==> config.mk <==
export PLATFORM = sky130hd
export DESIGN_NAME = json_line_key_value_extractor
export DESIGN_NICKNAME = d
export VERILOG_FILES = /design/src/rtl/jlkv_pkg.sv /design/src/rtl/jlkv_front.sv /design/src/rtl/jlkv_back.sv /design/src/rtl/json_line_key_value_extractor.sv
export SDC_FILE = /design/constraint.sdc
export NUM_CORES = 1
export LEC_CHECK = 0
export BUFFER_PORTS_ARGS = -buffer_cell sky130_fd_sc_hd__buf_2
export CAP_MARGIN = 20
export CELL_PAD_IN_SITES_DETAIL_PLACEMENT = 0
export CELL_PAD_IN_SITES_GLOBAL_PLACEMENT = 2
export CORE_MARGIN = 2
export CORE_UTILIZATION = 38
export CTS_BUF_LIST = sky130_fd_sc_hd__clkbuf_4 sky130_fd_sc_hd__clkbuf_8 sky130_fd_sc_hd__clkbuf_16
export CTS_CLUSTER_SIZE = 30
export DETAILED_ROUTE_END_ITERATION = 12
export PLACE_DENSITY_LB_ADDON = 0.1
export SLEW_MARGIN = 20
export SYNTH_ARGS = -nofsm -noshare
export SYNTH_HDL_FRONTEND = slang
export SYNTH_SLANG_ARGS = --single-unit
==> constraint.sdc <==
create_clock -name clk -period 3.2 [get_ports clk]
set_clock_uncertainty 0.05 [all_clocks]
set_input_delay 0.32 -clock clk [delete_from_list [all_inputs] [get_ports clk]]
set_output_delay 0.32 -clock clk [all_outputs]
set_load 0.01 [all_outputs]
==> src/rtl/jlkv_pkg.sv <==
`default_nettype none
// ---------------------------------------------------------------------------
// jlkv_pkg
// Shared types and constants for the JSON line key/value extractor.
// ---------------------------------------------------------------------------
package jlkv_pkg;

	// configuration register indexes
	localparam logic [2:0] REG_KEY_LEN  = 3'd0;
	localparam logic [2:0] REG_KEY_LO   = 3'd1;
	localparam logic [2:0] REG_KEY_HI   = 3'd2;
	localparam logic [2:0] REG_KIND     = 3'd3;
	localparam logic [2:0] REG_ELEM_IDX = 3'd4;
	localparam logic [2:0] REG_CAPACITY = 3'd5;

	// value kinds
	localparam logic [1:0] KIND_STRING = 2'd0;
	localparam logic [1:0] KIND_BOOL   = 2'd1;
	localparam logic [1:0] KIND_DIGITS = 2'd2;
	localparam logic [1:0] KIND_ARRAY  = 2'd3;

	// characters of interest
	localparam logic [7:0] CH_QUOTE  = 8'h22;
	localparam logic [7:0] CH_BSLASH = 8'h5c;
	localparam logic [7:0] CH_COLON  = 8'h3a;
	localparam logic [7:0] CH_LBRACK = 8'h5b;
	localparam logic [7:0] CH_COMMA  = 8'h2c;
	localparam logic [7:0] CH_SPACE  = 8'h20;
	localparam logic [7:0] CH_TAB    = 8'h09;

	// "true" and "false" spelled out, first letter lowest
	localparam logic [39:0] LIT_TRUE  = 40'h0065757274;
	localparam logic [39:0] LIT_FALSE = 40'h65736c6166;

	// byte classification produced by the front end
	typedef struct packed {
		logic       eol;
		logic [7:0] ch;
		logic       quote;
		logic       bslash;
		logic       colon;
		logic       lbrack;
		logic       blank;
		logic       comma;
		logic       digit;
	} cls_word_t;

	// one result word
	typedef struct packed {
		logic       kind;
		logic [7:0] vbyte;
		logic       ok;
		logic       bval;
		logic [7:0] len;
		logic       last;
	} res_word_t;

endpackage
`default_nettype wire

==> src/rtl/jlkv_front.sv <==
`default_nettype none
// ---------------------------------------------------------------------------
// jlkv_front
// Accepts text words, classifies the byte and queues it for the parser.
// ---------------------------------------------------------------------------
module jlkv_front (
	input  wire logic                clk,
	input  wire logic                arst_n,
	input  wire logic                in_valid,
	output logic                     in_ready,
	input  wire logic [7:0]          in_byte,
	input  wire logic                in_eol,
	output logic                     q_valid,
	input  wire logic                q_ready,
	output jlkv_pkg::cls_word_t      q_word
);

	jlkv_pkg::cls_word_t cls;
	jlkv_pkg::cls_word_t mem_q [2];
	logic [1:0] cnt_q;
	logic       wp_q, rp_q;
	logic       push, pop;

	// byte classification
	always_comb begin
		cls.eol    = in_eol;
		cls.ch     = in_byte;
		cls.quote  = in_byte == jlkv_pkg::CH_QUOTE;
		cls.bslash = in_byte == jlkv_pkg::CH_BSLASH;
		cls.colon  = in_byte == jlkv_pkg::CH_COLON;
		cls.lbrack = in_byte == jlkv_pkg::CH_LBRACK;
		cls.blank  = in_byte == jlkv_pkg::CH_SPACE || in_byte == jlkv_pkg::CH_TAB;
		cls.comma  = in_byte == jlkv_pkg::CH_COMMA;
		cls.digit  = in_byte >= 8'h30 && in_byte <= 8'h39;
	end

	assign in_ready = cnt_q != 2'd2;
	assign q_valid  = cnt_q != 2'd0;
	assign q_word   = mem_q[rp_q];
	assign push     = in_valid && in_ready;
	assign pop      = q_valid && q_ready;

	// two-entry queue storage
	always_ff @(posedge clk) begin
		if (push)
			mem_q[wp_q] <= cls;
	end

	// queue pointers
	always_ff @(posedge clk or negedge arst_n) begin
		if (!arst_n) begin
			cnt_q <= 2'd0;
			wp_q  <= 1'b0;
			rp_q  <= 1'b0;
		end else begin
			if (push)
				wp_q <= ~wp_q;
			if (pop)
				rp_q <= ~rp_q;
			cnt_q <= cnt_q + {1'b0, push} - {1'b0, pop};
		end
	end

endmodule
`default_nettype wire

==> src/rtl/jlkv_back.sv <==
`default_nettype none
// ---------------------------------------------------------------------------
// jlkv_back
// Parser state machine: key match, value extraction and result output.
// ---------------------------------------------------------------------------
module jlkv_back #(
	parameter int KEY_MAX = 16,
	parameter int OUT_MAX = 256
) (
	input  wire logic                clk,
	input  wire logic                arst_n,
	input  wire logic                q_valid,
	output logic                     q_ready,
	input  wire jlkv_pkg::cls_word_t q_word,
	input  wire logic [4:0]          key_len,
	input  wire logic [127:0]        key_bytes,
	input  wire logic [1:0]          vkind,
	input  wire logic [15:0]         elem_idx,
	input  wire logic [8:0]          capacity,
	output logic                     res_valid,
	input  wire logic                res_ready,
	output jlkv_pkg::res_word_t      res_word
);

	typedef enum logic [3:0] {
		PH_SEARCH, PH_AFTER_KEY, PH_AFTER_COLON, PH_STRING, PH_BOOL,
		PH_DIGITS, PH_WAIT_BRACKET, PH_BETWEEN, PH_OK, PH_FAIL
	} phase_t;

	localparam logic [4:0] KMAX = 5'(KEY_MAX);
	localparam logic [8:0] OMAX = 9'(OUT_MAX);

	phase_t      phase_q, ph_n;
	logic [4:0]  mpos_q, mpos_n;
	logic [8:0]  len_q, len_n;
	logic [15:0] seen_q, seen_n;
	logic        esc_q, esc_n;
	logic [2:0]  lprog_q, lprog_n;
	logic        lfalse_q, lfalse_n;
	logic        emit;
	jlkv_pkg::res_word_t rw;

	logic [4:0]  klen;
	logic [8:0]  cap;
	logic [7:0]  c;
	logic [7:0]  kch;
	logic [3:0]  kidx;
	logic        chosen, ok_st, take, dig_ok;
	logic [2:0]  total, p;
	logic [7:0]  want;
	logic [39:0] lit;

	assign klen = (key_len > KMAX) ? KMAX : key_len;
	assign cap  = (capacity > OMAX) ? OMAX : capacity;
	assign c    = q_word.ch;
	assign kidx = 4'(mpos_q - 5'd1);
	assign kch  = key_bytes[{kidx, 3'b000} +: 8];
	assign chosen = vkind != jlkv_pkg::KIND_ARRAY || seen_q == elem_idx;
	assign dig_ok = q_word.digit && ({1'b0, len_q} + 10'd1 < {1'b0, cap});
	assign total  = lfalse_q ? 3'd5 : 3'd4;
	assign p      = (lprog_q < total) ? lprog_q : total - 3'd1;
	assign lit    = lfalse_q ? jlkv_pkg::LIT_FALSE : jlkv_pkg::LIT_TRUE;
	assign want   = lit[{p, 3'b000} +: 8];
	assign ok_st  = phase_q == PH_OK || (phase_q == PH_DIGITS && len_q != 9'd0);

	// output register frees when taken
	assign q_ready = !res_valid || res_ready;
	assign take    = q_valid && q_ready;

	// next-state logic for one byte
	always_comb begin
		ph_n = phase_q; mpos_n = mpos_q; len_n = len_q; seen_n = seen_q;
		esc_n = esc_q; lprog_n = lprog_q; lfalse_n = lfalse_q;
		emit = 1'b0;
		rw = '0;
		rw.vbyte = c;
		if (q_word.eol) begin
			emit = 1'b1;
			rw.kind = 1'b1; rw.vbyte = 8'd0; rw.last = 1'b1; rw.ok = ok_st;
			rw.bval = ok_st && vkind == jlkv_pkg::KIND_BOOL && !lfalse_q;
			rw.len = (ok_st && vkind != jlkv_pkg::KIND_BOOL) ? len_q[7:0] : 8'd0;
			ph_n = PH_SEARCH; mpos_n = '0; len_n = '0; seen_n = '0;
			esc_n = 1'b0; lprog_n = '0; lfalse_n = 1'b0;
		end else begin
			case (phase_q)
				PH_SEARCH: begin
					if (mpos_q == 5'd0)
						mpos_n = {4'd0, q_word.quote};
					else if (mpos_q <= klen)
						mpos_n = (c == kch) ? mpos_q + 5'd1 : {4'd0, q_word.quote};
					else if (q_word.quote)
						ph_n = (vkind == jlkv_pkg::KIND_ARRAY) ? PH_WAIT_BRACKET : PH_AFTER_KEY;
					else
						mpos_n = '0;
				end
				PH_AFTER_KEY: begin
					if (q_word.colon) ph_n = PH_AFTER_COLON;
					else if (!q_word.blank) ph_n = PH_FAIL;
				end
				PH_AFTER_COLON: begin
					if (!q_word.blank) begin
						case (vkind)
							jlkv_pkg::KIND_STRING: ph_n = q_word.quote ? PH_STRING : PH_FAIL;
							jlkv_pkg::KIND_BOOL: begin
								if (c == 8'h74 || c == 8'h66) begin
									lfalse_n = c == 8'h66; lprog_n = 3'd1; ph_n = PH_BOOL;
								end else ph_n = PH_FAIL;
							end
							jlkv_pkg::KIND_DIGITS: begin
								if (dig_ok) begin
									ph_n = PH_DIGITS; emit = 1'b1; len_n = len_q + 9'd1;
								end else ph_n = (len_q != 9'd0) ? PH_OK : PH_FAIL;
							end
							default: ph_n = PH_FAIL;
						endcase
					end
				end
				PH_BOOL: begin
					if (c == want) begin
						lprog_n = p + 3'd1;
						if (p + 3'd1 == total) ph_n = PH_OK;
					end else ph_n = PH_FAIL;
				end
				PH_DIGITS: begin
					if (dig_ok) begin
						emit = 1'b1; len_n = len_q + 9'd1;
					end else ph_n = (len_q != 9'd0) ? PH_OK : PH_FAIL;
				end
				PH_WAIT_BRACKET: if (q_word.lbrack) ph_n = PH_BETWEEN;
				PH_BETWEEN: begin
					if (!(q_word.blank || q_word.comma)) begin
						if (q_word.quote) begin
							len_n = '0; esc_n = 1'b0; ph_n = PH_STRING;
						end else ph_n = PH_FAIL;
					end
				end
				PH_STRING: begin
					if (esc_q) begin
						esc_n = 1'b0; emit = chosen; len_n = len_q + 9'd1;
					end else if (q_word.quote) begin
						if (len_q >= cap) ph_n = PH_FAIL;
						else if (chosen) ph_n = PH_OK;
						else begin
							seen_n = seen_q + 16'd1; len_n = '0; ph_n = PH_BETWEEN;
						end
					end else if ({1'b0, len_q} + 10'd1 >= {1'b0, cap}) begin
						ph_n = PH_FAIL;
					end else begin
						esc_n = q_word.bslash; emit = chosen; len_n = len_q + 9'd1;
					end
				end
				default: ;
			endcase
		end
	end

	// state and output register
	always_ff @(posedge clk or negedge arst_n) begin
		if (!arst_n) begin
			phase_q <= PH_SEARCH; mpos_q <= '0; len_q <= '0; seen_q <= '0;
			esc_q <= 1'b0; lprog_q <= '0; lfalse_q <= 1'b0;
			res_valid <= 1'b0; res_word <= '0;
		end else begin
			res_valid <= (take && emit) || (res_valid && !res_ready);
			if (take) begin
				phase_q <= ph_n; mpos_q <= mpos_n; len_q <= len_n; seen_q <= seen_n;
				esc_q <= esc_n; lprog_q <= lprog_n; lfalse_q <= lfalse_n;
				if (emit)
					res_word <= rw;
			end
		end
	end

endmodule
`default_nettype wire

==> src/rtl/json_line_key_value_extractor.sv <==
`default_nettype none
// ---------------------------------------------------------------------------
// json_line_key_value_extractor
// Extracts the value of a configured key from one JSON line per run.
// ---------------------------------------------------------------------------
// One text byte is taken per cycle, back to back; each byte yields at most
// one word, so the rate is one byte per cycle while the result side keeps up.
// A two-word queue sits between the classifying front end and the parser;
// the parser takes the next byte in the same cycle its waiting word leaves,
// and stalls only while that word is held back. A byte is written into the queue
// first, and its word is then registered in the parser's output register.
// Value bytes leave tentatively (tuser 0); end of line gives one status word
// (tuser 1, tlast 1) whose success bit says whether to keep them.
module json_line_key_value_extractor #(
	parameter int KEY_MAX = 16,
	parameter int OUT_MAX = 256
) (
	input  wire logic        clk,
	input  wire logic        arst_n,
	input  wire logic        s_axis_tvalid,
	output logic             s_axis_tready,
	input  wire logic [7:0]  s_axis_tdata,   // text_byte
	input  wire logic        s_axis_tlast,   // end_of_line
	output logic             m_axis_tvalid,
	input  wire logic        m_axis_tready,
	output logic [23:0]      m_axis_tdata,   // value_byte, success, bool_result, value_length
	output logic             m_axis_tuser,   // result_kind
	output logic             m_axis_tlast,   // last
	input  wire logic        cfg_valid,
	output logic             cfg_ready,
	input  wire logic [2:0]  cfg_index,
	input  wire logic [63:0] cfg_data
);

	logic [4:0]   key_len_q;
	logic [127:0] key_q;
	logic [1:0]   kind_q;
	logic [15:0]  idx_q;
	logic [8:0]   cap_q;
	logic         q_valid, q_ready;
	jlkv_pkg::cls_word_t q_word;
	jlkv_pkg::res_word_t res_word;

	assign cfg_ready = 1'b1;

	// configuration registers
	always_ff @(posedge clk or negedge arst_n) begin
		if (!arst_n) begin
			key_len_q <= '0; key_q <= '0; kind_q <= '0; idx_q <= '0; cap_q <= 9'd256;
		end else if (cfg_valid) begin
			case (cfg_index)
				jlkv_pkg::REG_KEY_LEN:  key_len_q     <= cfg_data[4:0];
				jlkv_pkg::REG_KEY_LO:   key_q[63:0]   <= cfg_data;
				jlkv_pkg::REG_KEY_HI:   key_q[127:64] <= cfg_data;
				jlkv_pkg::REG_KIND:     kind_q        <= cfg_data[1:0];
				jlkv_pkg::REG_ELEM_IDX: idx_q         <= cfg_data[15:0];
				jlkv_pkg::REG_CAPACITY: cap_q         <= cfg_data[8:0];
				default: ;
			endcase
		end
	end

	jlkv_front u_front (
		.clk(clk), .arst_n(arst_n),
		.in_valid(s_axis_tvalid), .in_ready(s_axis_tready),
		.in_byte(s_axis_tdata), .in_eol(s_axis_tlast),
		.q_valid(q_valid), .q_ready(q_ready), .q_word(q_word)
	);

	jlkv_back #(.KEY_MAX(KEY_MAX), .OUT_MAX(OUT_MAX)) u_back (
		.clk(clk), .arst_n(arst_n),
		.q_valid(q_valid), .q_ready(q_ready), .q_word(q_word),
		.key_len(key_len_q), .key_bytes(key_q), .vkind(kind_q),
		.elem_idx(idx_q), .capacity(cap_q),
		.res_valid(m_axis_tvalid), .res_ready(m_axis_tready), .res_word(res_word)
	);

	// result word packing
	assign m_axis_tuser = res_word.kind;
	assign m_axis_tlast = res_word.last;
	assign m_axis_tdata = {6'b000000, res_word.len, res_word.bval, res_word.ok,
		res_word.vbyte};

endmodule
`default_nettype wire

=== After elaboration in Yosys (flattened, before gate mapping) ===
Memories as Yosys holds them, arrays and structs flattened.
Index checks and enable logic that the tools add are counted.

* Bits in registers: 224
* Memory bits (writable): 32
* Bits of input ports: 81
* Output and inout port bits: 29
* Word-level logic and storage cells: 235
* Memories: 1

{| class="wikitable"
|+ Memory list
! name !! words !! bits a word !! rd ports !! clocked after Yosys merged registers in !! write ports !! RTL line !! RTL
|-
| u_front.mem_q || 2 || 16 || 1 || 0 || 1 || jlkv_front.sv:19 || <nowiki>jlkv_pkg::cls_word_t mem_q [2];</nowiki>
|}

* Add/subtract/negate cells: 9
* Magnitude comparators: 9
* Eq/ne operators: 56
* Shift-type cells: 2
* Mux-type cells: 83
* Bitwise operators: 2
* Reductions and logical operators: 50

{| class="wikitable"
|+ Operators with widths
! cell !! count
|-
| 128-bit by 8-bit indexed part select with 8-bit output || 1
|-
| 9-bit two-way mux || 12
|-
| 16-bit two-way mux || 6
|-
| 4-bit two-way mux || 20
|-
| 40-bit by 7-bit indexed part select with 8-bit output || 1
|-
| 39-bit two-way mux || 1
|-
| 9-bit case mux with 4 select lines || 1
|-
| 5-bit two-way mux || 7
|-
| 8-bit by 6-bit == test with 1-bit output, second input constant || 4
|-
| 8-bit by 7-bit == test with 1-bit output, second input constant || 4
|-
| 4-bit case mux with 8 select lines || 1
|-
| 1-bit two-way mux || 22
|-
| 3-bit two-way mux || 7
|-
| 3-bit inequality test, second input constant || 7
|-
| 20-bit two-way mux || 1
|-
| 3-bit by 2-bit inequality test with 1-bit output, second input constant || 6
|-
| 9-bit nonzero test || 2
|-
| 16-bit by 1-bit adder with 16-bit output, second input constant || 1
|-
| 16-bit == test || 1
|-
| 4-bit by 3-bit == test with 1-bit output, second input constant || 4
|-
| 8-bit == test || 2
|-
| 2-bit AND reduction || 7
|-
| 2-bit nonzero test || 7
|-
| 13-bit AND reduction || 1
|-
| other kinds (53) || 85
|}

=== Depth between registers and ports, before layout ===
Gate-level depths: netlist (run 1).

* Depth in word-level cells: 11
* Mapped depth: 15
* Mapped depth without buffers: 14

=== By module ===
A second synthesis (run 1) with hierarchy kept.

* Cells, all modules: 1,085
* Area total of the unflattened synthesis: 13,359.1 um2

{| class="wikitable"
|+ By module, submodules not included
! module !! instances !! cells an instance !! area an instance (um2) !! sequential area each (um2)
|-
| json_line_key_value_extractor || 1 || 351 || 6,067.1 || 4,005.1
|-
| jlkv_back || 1 || 647 || 5,775.5 || 1,476.4
|-
| jlkv_front || 1 || 87 || 1,516.5 || 1,061.0
|}

=== Worst setup path after synthesis (run 1) ===
Ideal clock, no wire load.

* Path kind: flip-flop to flip-flop
* Start: reg u_back.mpos_q[0]
* End: reg u_back.mpos_q[2]
* Setup time: 0.082 ns
* Data arrival time: 2.959 ns
* Data required time: 3.068 ns
* Setup slack: 0.109 ns
* Stages on the path, launching flop included: 14
* Buffers on the path: 4
* Clock period less this slack: 3.091 ns
* Cell sequence: dfrtp_1 > buf_6 > buf_4 > inv_1 > ha_1 > buf_2 > buf_2 > mux4_2 > mux4_2 > xor2_1 > o211ai_1 > a211oi_2 > nand2_1 > o22ai_1

* Longest elaborated chain between the ends: 8
* Elaborated cells between the ends (all ways): 13
* Those cells by class: 2 x add/sub; 1 x order compare; 2 x eq/ne; 1 x shift; 5 x mux; 2 x reduce/logical

{| class="wikitable"
|+ RTL lines
! element !! RTL line !! RTL
|-
| from (decl) || jlkv_back.sv:34 || <nowiki>logic [4:0] mpos_q, mpos_n;</nowiki>
|-
| from (signal assigned) || jlkv_back.sv:166 || <nowiki>phase_q <= ph_n; mpos_q <= mpos_n; len_q <= len_n; seen_q <= seen_n;</nowiki>
|-
| 4-bit by 1-bit subtractor with 4-bit output || jlkv_back.sv:56 || <nowiki>assign kidx = 4'(mpos_q - 5'd1);</nowiki>
|-
| 128-bit by 8-bit indexed part select with 8-bit output || jlkv_back.sv:57 || <nowiki>assign kch = key_bytes[{kidx, 3'b000} +: 8];</nowiki>
|-
| 8-bit == test || jlkv_back.sv:90 || <nowiki>mpos_n = (c == kch) ? mpos_q + 5'd1 : {4'd0, q_word.quote};</nowiki>
|-
| 5-bit two-way mux || jlkv_back.sv:90 ||
|-
| 5-bit two-way mux || jlkv_back.sv:89 || <nowiki>else if (mpos_q <= klen)</nowiki>
|-
| 5-bit two-way mux || jlkv_back.sv:87 || <nowiki>if (mpos_q == 5'd0)</nowiki>
|-
| 5-bit two-way mux || jlkv_back.sv:85 || <nowiki>case (phase_q)</nowiki>
|-
| 5-bit two-way mux || jlkv_back.sv:77 || <nowiki>if (q_word.eol) begin</nowiki>
|}

Parallel ways exist; a longest one is shown, timed or not. The select of a mux whose other input is x is not followed.
A chain may end at the register's enable or synchronous reset.

=== Worst setup path after layout (run 1) ===
* Start: reg cap_q[8]
* End: reg u_back.phase_q[1]

* Longest elaborated chain between the ends: 8
* Elaborated cells between the ends (all ways): 14
* Those cells by class: 4 x order compare; 2 x eq/ne; 6 x mux; 2 x reduce/logical

{| class="wikitable"
|+ RTL lines
! element !! RTL line !! RTL
|-
| from (decl) || json_line_key_value_extractor.sv:39 || <nowiki>logic [8:0] cap_q;</nowiki>
|-
| from (signal assigned) || json_line_key_value_extractor.sv:57 || <nowiki>jlkv_pkg::REG_CAPACITY: cap_q <= cfg_data[8:0];</nowiki>
|-
| 9-bit > comparator || jlkv_back.sv:54 || <nowiki>assign cap = (capacity > OMAX) ? OMAX : capacity;</nowiki>
|-
| 9-bit two-way mux * || jlkv_back.sv:54 ||
|-
| 9-bit greater-or-equal comparator || jlkv_back.sv:141 || <nowiki>if (len_q >= cap) ph_n = PH_FAIL;</nowiki>
|-
| 4-bit two-way mux || jlkv_back.sv:141 ||
|-
| 4-bit two-way mux || jlkv_back.sv:140 || <nowiki>end else if (q_word.quote) begin</nowiki>
|-
| 4-bit two-way mux || jlkv_back.sv:138 || <nowiki>if (esc_q) begin</nowiki>
|-
| 4-bit case mux with 8 select lines || jlkv_back.sv:85 ||
|-
| 4-bit two-way mux || jlkv_back.sv:77 ||
|-
| to (signal assigned) || jlkv_back.sv:166 ||
|-
| to (decl) || jlkv_back.sv:33 || <nowiki>phase_t phase_q, ph_n;</nowiki>
|}

Every way passes the cells marked *; elsewhere a longest branch is shown, timed or not. The select of a mux whose other input is x is not followed.

==> results.py, run 1 <==
metrics = {
    "critical_path": {
        "crit-reg2reg-launch": "cap_q[8]",
        "critical_path.max_fanout": 8,
        "crit_path_start_kind": "flop",
        "worstSetupEndpoint": "u_back.phase_q[1]",
        "worst_r2r_endpoint": "u_back.phase_q[1]",
        "critical_path_required_ns": 3.62,
        "timing.critical_path.from": "cap_q[8]",
        "r2r_cells": 9,
        "arrival_time_worst_endpoint_ns": 3.49,
        "r2r_setup_slack_ns": 0.13,
        "worstSetupPathType": "reg -> reg",
        "critPathCaptureType": "flop",
    },
    "global_route": {
        "grt_pass1_wl_um": 56300,
        "grt.overflow.total": 0,
        "pin_count_of_the_biggest_net_entering_global_routing": 82,
        "number_of_antenna_violations_at_the_first_check_in_global_routing": 0,
        "first_global_vias": 9712,
        "globalRouteTotalUtil_pct": 19.7,
    },
    "drt": {
        "drt.antenna.violating_nets": 0,
        "initialDrtViolationCount": 448,
        "post_drt_via_cell_ratio": 5.30,
        "drc": 0,
        "detailed_routing_iteration_count_for_the_pre_antenna_repair_pass": 4,
        "routed_wire_length_per_instance_um": 20.0,
        "vias": 9315,
        "routed_wirelength_um": 35200,
    },
    "sta": {
        "max-slew-margin-rel_pct": 39.4,
        "unrepaired_setup_endpoints_after_global_routing": "yes",
        "final_max_slew_viol_count": 0,
        "worst_pin_slew_ns": 0.904,
        "hold_ws_ns": 0.0278,
        "final-hold-violation-count": 0,
        "timing.final.ws_setup_ns": 0.129,
        "finalWorstPathRequiredPeriod_ns": 3.07,
        "max_clock_freq_mhz": 326,
        "final-setup-viol-count": 0,
        "final_min_period_over_clock_period_pct": 96.0,
    },
    "logic_synthesis": {
        "synth_commonest_cells": "222 x sky130_fd_sc_hd__dfrtp_1, 163 x sky130_fd_sc_hd__mux2_2, 61 x sky130_fd_sc_hd__nand2_1",
        "postSynth.topFlopCell": "sky130_fd_sc_hd__dfrtp_1",
        "yosys_reg_bits": 255,
        "avgSynthCellArea_um2": 12.5,
        "asr_flop_ratio_synth_pct": 87.5,
        "synthMostInstantiatedCell": "sky130_fd_sc_hd__dfrtp_1",
        "synth_top_area_share_pct": 41.5,
        "synth_seq_area_share_pct": 48.8,
        "synth_edf_count": 32,
        "syn-cell-area_um2": 13400,
        "yosys.area.top_type": "sky130_fd_sc_hd__dfrtp_1",
        "netlist_top_cells_area": "sky130_fd_sc_hd__dfrtp_1 41%, sky130_fd_sc_hd__mux2_2 14%, sky130_fd_sc_hd__edfxtp_1 7.2%, sky130_fd_sc_hd__mux4_2 5.7%, sky130_fd_sc_hd__ha_1 3.4%",
        "ys.warnings.count": 0,
        "postSynthCellCount": 1070,
        "synth.distinct_cells": 86,
    },
    "clocking": {
        "max-clock-path-buffers": 3,
        "cts.root.buffer_cell": "sky130_fd_sc_hd__clkbuf_16",
        "cts_tree": "done",
        "clkSlewWorstSetupHoldPaths_ns": 0.06,
        "cts_sinks": 255,
        "h-tree-depth": 1,
        "clock_latency_late_sink_ns": 0.58,
        "cts_inserted_buffers": 31,
    },
    "placement": {
        "port_buffers": 102,
        "gpl.final_weighted_congestion": 0.802,
        "dpl_cell_area_um2": 14800,
        "dp_hpwl_um": 24400,
        "pre_cts_slack_ns": -0.0542,
        "placed_cells": 1633,
    },
    "layout": {
        "drive_gt1_share_pct": 36.4,
        "syn_to_final_growth_pct": 24.3,
        "design_area_um2": 16700,
        "final_cell_count_no_fill": 1759,
        "count_of_antenna_diodes_in_the_layout": 0,
        "utilization_of_the_core_after_routing_pct": 48.1,
        "fin_nets": 1401,
    },
    "status": {
        "status": "completed",
    },
    "power_and_ir_drop": {
        "cellLeakagePower_uw": 0.00708,
        "worst_ir_drop_vdd_v": 0.000546,
        "power-per-cell-area_nw_per_um2": 739,
    },
    "floorplan": {
        "placementRows": 68,
        "fp.dieArea_um2": 36800,
        "height_of_the_chip_um": 192,
        "area_of_the_core_um2": 34600,
        "die_w_um": 192,
        "initial_utilization_pct": 38.7,
        "design.portCount": 110,
    },
    "flow_run": {
        "drv.max_cap_violation_count": 0,
    },
    "min_path": {
        "min-delay-path-class": "in -> reg",
    },
}
-- metal layers --
metal | wire (um) | track usage, % | vias to the layer above
li1 | - | - | 4397
met1 | 16500 | 27.6 | 4721
met2 | 16700 | 32.0 | 151
met3 | 1180 | 2.96 | 46
met4 | 897 | 5.21 | 0
met5 | 0 | 0 | -
-- worst min-delay path by stage --
stage / startpoint / endpoint / slack (ns) / depth (start not counted)
finish: cfg_data[4] / key_len_q[4] / 0.03 / 3
global route: cfg_data[4] / key_len_q[4] / 0.04 / 3
CTS: cfg_data[4] / key_len_q[4] / 0.005 / 3
detailed placement: arst_n / key_q[67] / 0.33 / 1
global placement: arst_n / key_q[83] / 0.32 / 1
floorplan: arst_n / cap_q[0] / -0.03 / 0
-- per-stage QoR --
stage	power (uW)	setup TNS, ns
global route	13100	-0.0844
detailed placement	8730	-0.121
floorplan	7280	0
global placement	8700	-0.0317
finish	12300	0
CTS	12400	0
-- layout by cell type (no fill, tap or decap), types with 12 or more instances in the layout --
cell,count
sky130_fd_sc_hd__a21oi_1,23
sky130_fd_sc_hd__buf_2,101
sky130_fd_sc_hd__buf_4,55
sky130_fd_sc_hd__clkbuf_16,32
sky130_fd_sc_hd__dfrtp_1,221
sky130_fd_sc_hd__dlygate4sd3_1,68
sky130_fd_sc_hd__edfxtp_1,32
sky130_fd_sc_hd__ha_1,34
sky130_fd_sc_hd__inv_1,21
sky130_fd_sc_hd__mux2_2,163
sky130_fd_sc_hd__mux2i_1,27
sky130_fd_sc_hd__mux4_2,34
sky130_fd_sc_hd__nand2_1,60
sky130_fd_sc_hd__nand3_1,25
sky130_fd_sc_hd__nand4_1,12
sky130_fd_sc_hd__nor2_1,49
sky130_fd_sc_hd__nor2b_1,13
sky130_fd_sc_hd__nor3_1,17
sky130_fd_sc_hd__o21ai_0,33
sky130_fd_sc_hd__xnor2_1,24
sky130_fd_sc_hd__xor2_1,30
-- final cells by class --
| cell class | count | area (um2) |
|---|---|---|
| Inverter | 23 | 87.6 |
| Clock buffer | 42 | 883 |
| Tap cell | 455 | 569 |
| Clock inverter | 11 | 128 |
| Fill cell | 3184 | 18000 |
| Timing Repair Buffer | 234 | 1800 |
| Sequential cell | 255 | 6540 |
| Multi-Input combinational cell | 739 | 6640 |
-- report_power, final --
part           internal (uW)  total [uW]  switching (uW)
registers               3930        4330             405
logic                   2130        4510            2380
clock network           2080        3470            1380
total                   8140       12300            4160
-- sequential cells by signal (all words and copies together) (netlist names), 4 cells and up --
register / flops
u_back.mpos_q: 5
key_len_q: 5
u_back.len_q: 9
cap_q: 9
u_back.seen_q: 16
key_q: 128
u_front.mem_q: 32
u_back.res_word: 19
idx_q: 16
u_back.phase_q: 4
-- logic make-up (layout without fill, tap and decap cells) --
| group | after synthesis | in the layout | share of synthesized area (%) |
|---|---|---|---|
| and+or+nand+nor | 256 | 256 | 10.3 |
| DFF | 255 | 255 | 48.8 |
| muxes | 230 | 230 | 22.2 |
| AOI/OAI and AO/OA | 152 | 153 | 8.17 |
| buffers and inverters | 82 | 310 | 3.08 |
| xor gates and xnor gates | 57 | 57 | 3.92 |
| adders and majority gates | 36 | 36 | 3.36 |
| other | 2 | 7 | 0.0560 |
-- repair_timing --
item / CTS / global route
endpoints found under the setup margin: 20 / 45
pin swaps: 1 / 5
cloned: 1 / 1
buffers inserted: 0 / 3
endpoints found under the hold margin: 218 / 0
resized for setup: 5 / 23
hold buffers: 68 / 0
-- worst max-delay path: stages (launching register included) --
cell                       delay, ns
sky130_fd_sc_hd__dfstp_2        0.56
sky130_fd_sc_hd__clkinv_2       0.11
sky130_fd_sc_hd__ha_1           0.37
sky130_fd_sc_hd__nand4_1        0.11
sky130_fd_sc_hd__or3_1          0.43
sky130_fd_sc_hd__o21ai_4        0.24
sky130_fd_sc_hd__nor3_1         0.08
sky130_fd_sc_hd__o31a_1         0.25
sky130_fd_sc_hd__or4_1          0.50
sky130_fd_sc_hd__a32o_1         0.26
(Power assumes the default switching activity.)
==> run 2: changes to the inputs <==
--- a/config.mk
+++ b/config.mk
@@ -11,9 +11,9 @@
 export CELL_PAD_IN_SITES_GLOBAL_PLACEMENT = 2
 export CORE_MARGIN = 2
 export CORE_UTILIZATION = 38
-export CTS_BUF_LIST = sky130_fd_sc_hd__clkbuf_4 sky130_fd_sc_hd__clkbuf_8 sky130_fd_sc_hd__clkbuf_16
 export CTS_CLUSTER_SIZE = 30
 export DETAILED_ROUTE_END_ITERATION = 12
+export GPL_ROUTABILITY_DRIVEN = 0
 export PLACE_DENSITY_LB_ADDON = 0.1
 export SLEW_MARGIN = 20
 export SYNTH_ARGS = -nofsm -noshare
==> results.py, run 2 (synthesized netlist as in run 1, its figures left out) <==
metrics = {
    "status": {
        "status": "completed",
    },
    "power_and_ir_drop": {
        "seq_power_share_pct": 35.4,
        "power.net_switching_uw": 4160,
        "switching_share_pct": 34.0,
        "worst_ir_drop_vdd_v": 0.000504,
        "share_clk_of_total_power_pct": 27.8,
        "internal_power_component_uw": 8090,
        "power-per-cell-area_nw_per_um2": 736,
        "p_comb_share_pct": 36.8,
        "cellLeakagePower_uw": 0.00705,
    },
    "drt": {
        "detailed_routing_iteration_count_for_the_pre_antenna_repair_pass": 5,
        "drc": 0,
        "initialDrtViolationCount": 491,
        "drt.antenna.violating_nets": 0,
        "vias": 9313,
        "post_drt_via_cell_ratio": 5.29,
        "routed_wirelength_um": 35200,
        "routed_wire_length_per_instance_um": 20.0,
    },
    "global_route": {
        "grt.overflow.total": 0,
        "globalRouteTotalUtil_pct": 19.7,
        "first_global_vias": 9710,
        "grt_pass1_wl_um": 56300,
        "pin_count_of_the_biggest_net_entering_global_routing": 82,
        "number_of_antenna_violations_at_the_first_check_in_global_routing": 0,
    },
    "layout": {
        "flip_flop_count_of_the_largest_register_after_layout": 128,
        "design_area_um2": 16600,
        "drive_gt1_share_pct": 35.9,
        "count_of_antenna_diodes_in_the_layout": 0,
        "largest_register": "key_q",
        "fillCellCount": 3185,
        "syn_to_final_growth_pct": 24.1,
        "mostFrequentLayoutCells": "221 x sky130_fd_sc_hd__dfrtp_1, 163 x sky130_fd_sc_hd__mux2_2, 101 x sky130_fd_sc_hd__buf_2",
        "leading_registers_by_flop_count": "key_q: 128 flops, u_front.mem_q: 32 flops, u_back.res_word: 19 flops",
        "fin_nets": 1401,
        "utilization_of_the_core_after_routing_pct": 48.0,
        "most_frequent_standard_cell_in_the_layout_excluding_fill_and_tap_cells": "sky130_fd_sc_hd__dfrtp_1",
    },
    "floorplan": {
        "fp.dieArea_um2": 36800,
        "die_w_um": 192,
        "placementRows": 68,
        "area_of_the_core_um2": 34600,
        "design.portCount": 110,
        "initial_utilization_pct": 38.7,
        "height_of_the_chip_um": 192,
    },
    "clocking": {
        "cts_tree": "done",
        "clkSlewWorstSetupHoldPaths_ns": 0.06,
        "clock_latency_late_sink_ns": 0.58,
        "max-clock-path-buffers": 3,
        "cts.root.buffer_cell": "sky130_fd_sc_hd__clkbuf_16",
        "cts_sinks": 255,
        "h-tree-depth": 1,
        "cts_inserted_buffers": 31,
    },
    "sta": {
        "final_max_slew_viol_count": 0,
        "final_min_period_over_clock_period_pct": 96.0,
        "finalWorstPathRequiredPeriod_ns": 3.07,
        "final-hold-violation-count": 0,
        "max-slew-margin-rel_pct": 39.3,
        "worst_pin_slew_ns": 0.905,
        "timing.final.ws_setup_ns": 0.129,
        "max_clock_freq_mhz": 326,
        "unrepaired_setup_endpoints_after_global_routing": "yes",
        "final-setup-viol-count": 0,
        "hold_ws_ns": 0.0284,
    },
    "min_path": {
        "hold_path_startpoint": "cfg_data[4]",
        "min-delay-path-class": "in -> reg",
    },
    "critical_path": {
        "critical_path_required_ns": 3.62,
        "path_delay_family": "simple AND/OR/NAND/NOR gates",
        "timing.critical_path.from": "cap_q[8]",
        "cp_slowest_cell": "sky130_fd_sc_hd__dfstp_2",
        "critPathCaptureType": "flop",
        "worstPathCellList": "clkinv_2, ha_1, nand4_1, or3_1, o21ai_4, nor3_1, o31a_1, or4_1, a32o_1",
        "worst_path_largest_cell_delay_ns": 0.56,
        "crit_path_start_kind": "flop",
        "worstSetupPathType": "reg -> reg",
        "timing.critical_path.buf_inv": 1,
        "crit-reg2reg-launch": "cap_q[8]",
        "arrival_time_worst_endpoint_ns": 3.49,
        "critical_path.max_fanout": 8,
    },
    "flow_run": {
        "drv.max_cap_violation_count": 0,
    },
    "placement": {
        "dp_hpwl_um": 24400,
        "port_buffers": 102,
        "pre_cts_slack_ns": -0.0542,
        "dpl_cell_area_um2": 14800,
    },
}
## run 2: tightest hold or removal path, cell delays in order
cell and delay, ns:
sky130_fd_sc_hd__buf_2 0.16, sky130_fd_sc_hd__nand2_1 0.07, sky130_fd_sc_hd__o21ai_0 0.07
## run 2: power groups by stage
stage	sequential [uW]	clock, uW	combinational (uW)
finish	4330	3410	4500
global placement	4380	0	4320
detailed placement	4390	0	4340
global route	4420	3660	4950
CTS	4340	3510	4450
floorplan	4220	0	3060
## run 2: worst paths after layout
check,slack (ns),cells past startpoint,to
hold reg to reg,0.43,1,u_back.res_word[9]
max in group asynchronous,1.95,3,u_back.res_word[5]
hold / removal,0.03,3,key_len_q[4]
setup / recovery,0.13,9,u_back.phase_q[1]
setup reg to reg,0.13,9,u_back.phase_q[1]
min in group asynchronous,0.28,2,key_q[75]
## run 2: metrics by stage
stage          cells  power, uW  setup TNS [ns]
6_report        1759      12200               0
5_1_grt         1759      13000         -0.0776
4_1_cts         1755      12300               0
3_5_place_dp    1633       8730          -0.121
3_3_place_gp    1633       8700         -0.0317
2_1_floorplan   1075       7280               0
## run 2: cell type report
cell class	instances	area (um2)	area share, %
clock buffer	42	857	5.16
sequential	255	6540	39.4
clock inverter	11	128	0.768
multi-input combinational	739	6640	39.9
timing repair buffer	234	1800	10.8
tap	455	569	3.42
inverter	23	87.6	0.527
## run 2: timing repair
action / 4_1_cts / 5_1_grt
cloned: 1 / 1
pin swaps: 1 / 5
resized for setup: 5 / 23
buffers inserted: 0 / 3
hold buffers: 68 / 0
setup endpoints to repair: 20 / 45
hold endpoints to repair: 218 / 0
## run 2: metal layers
layer  global-route usage, %  part of all wire (%)  wire length (um)
met4                    5.27                   2.7               934
met2                    32.0                    47             16600
met3                    2.94                   3.3              1150
met1                    27.7                    47             16500
met5                       0                     0                 0
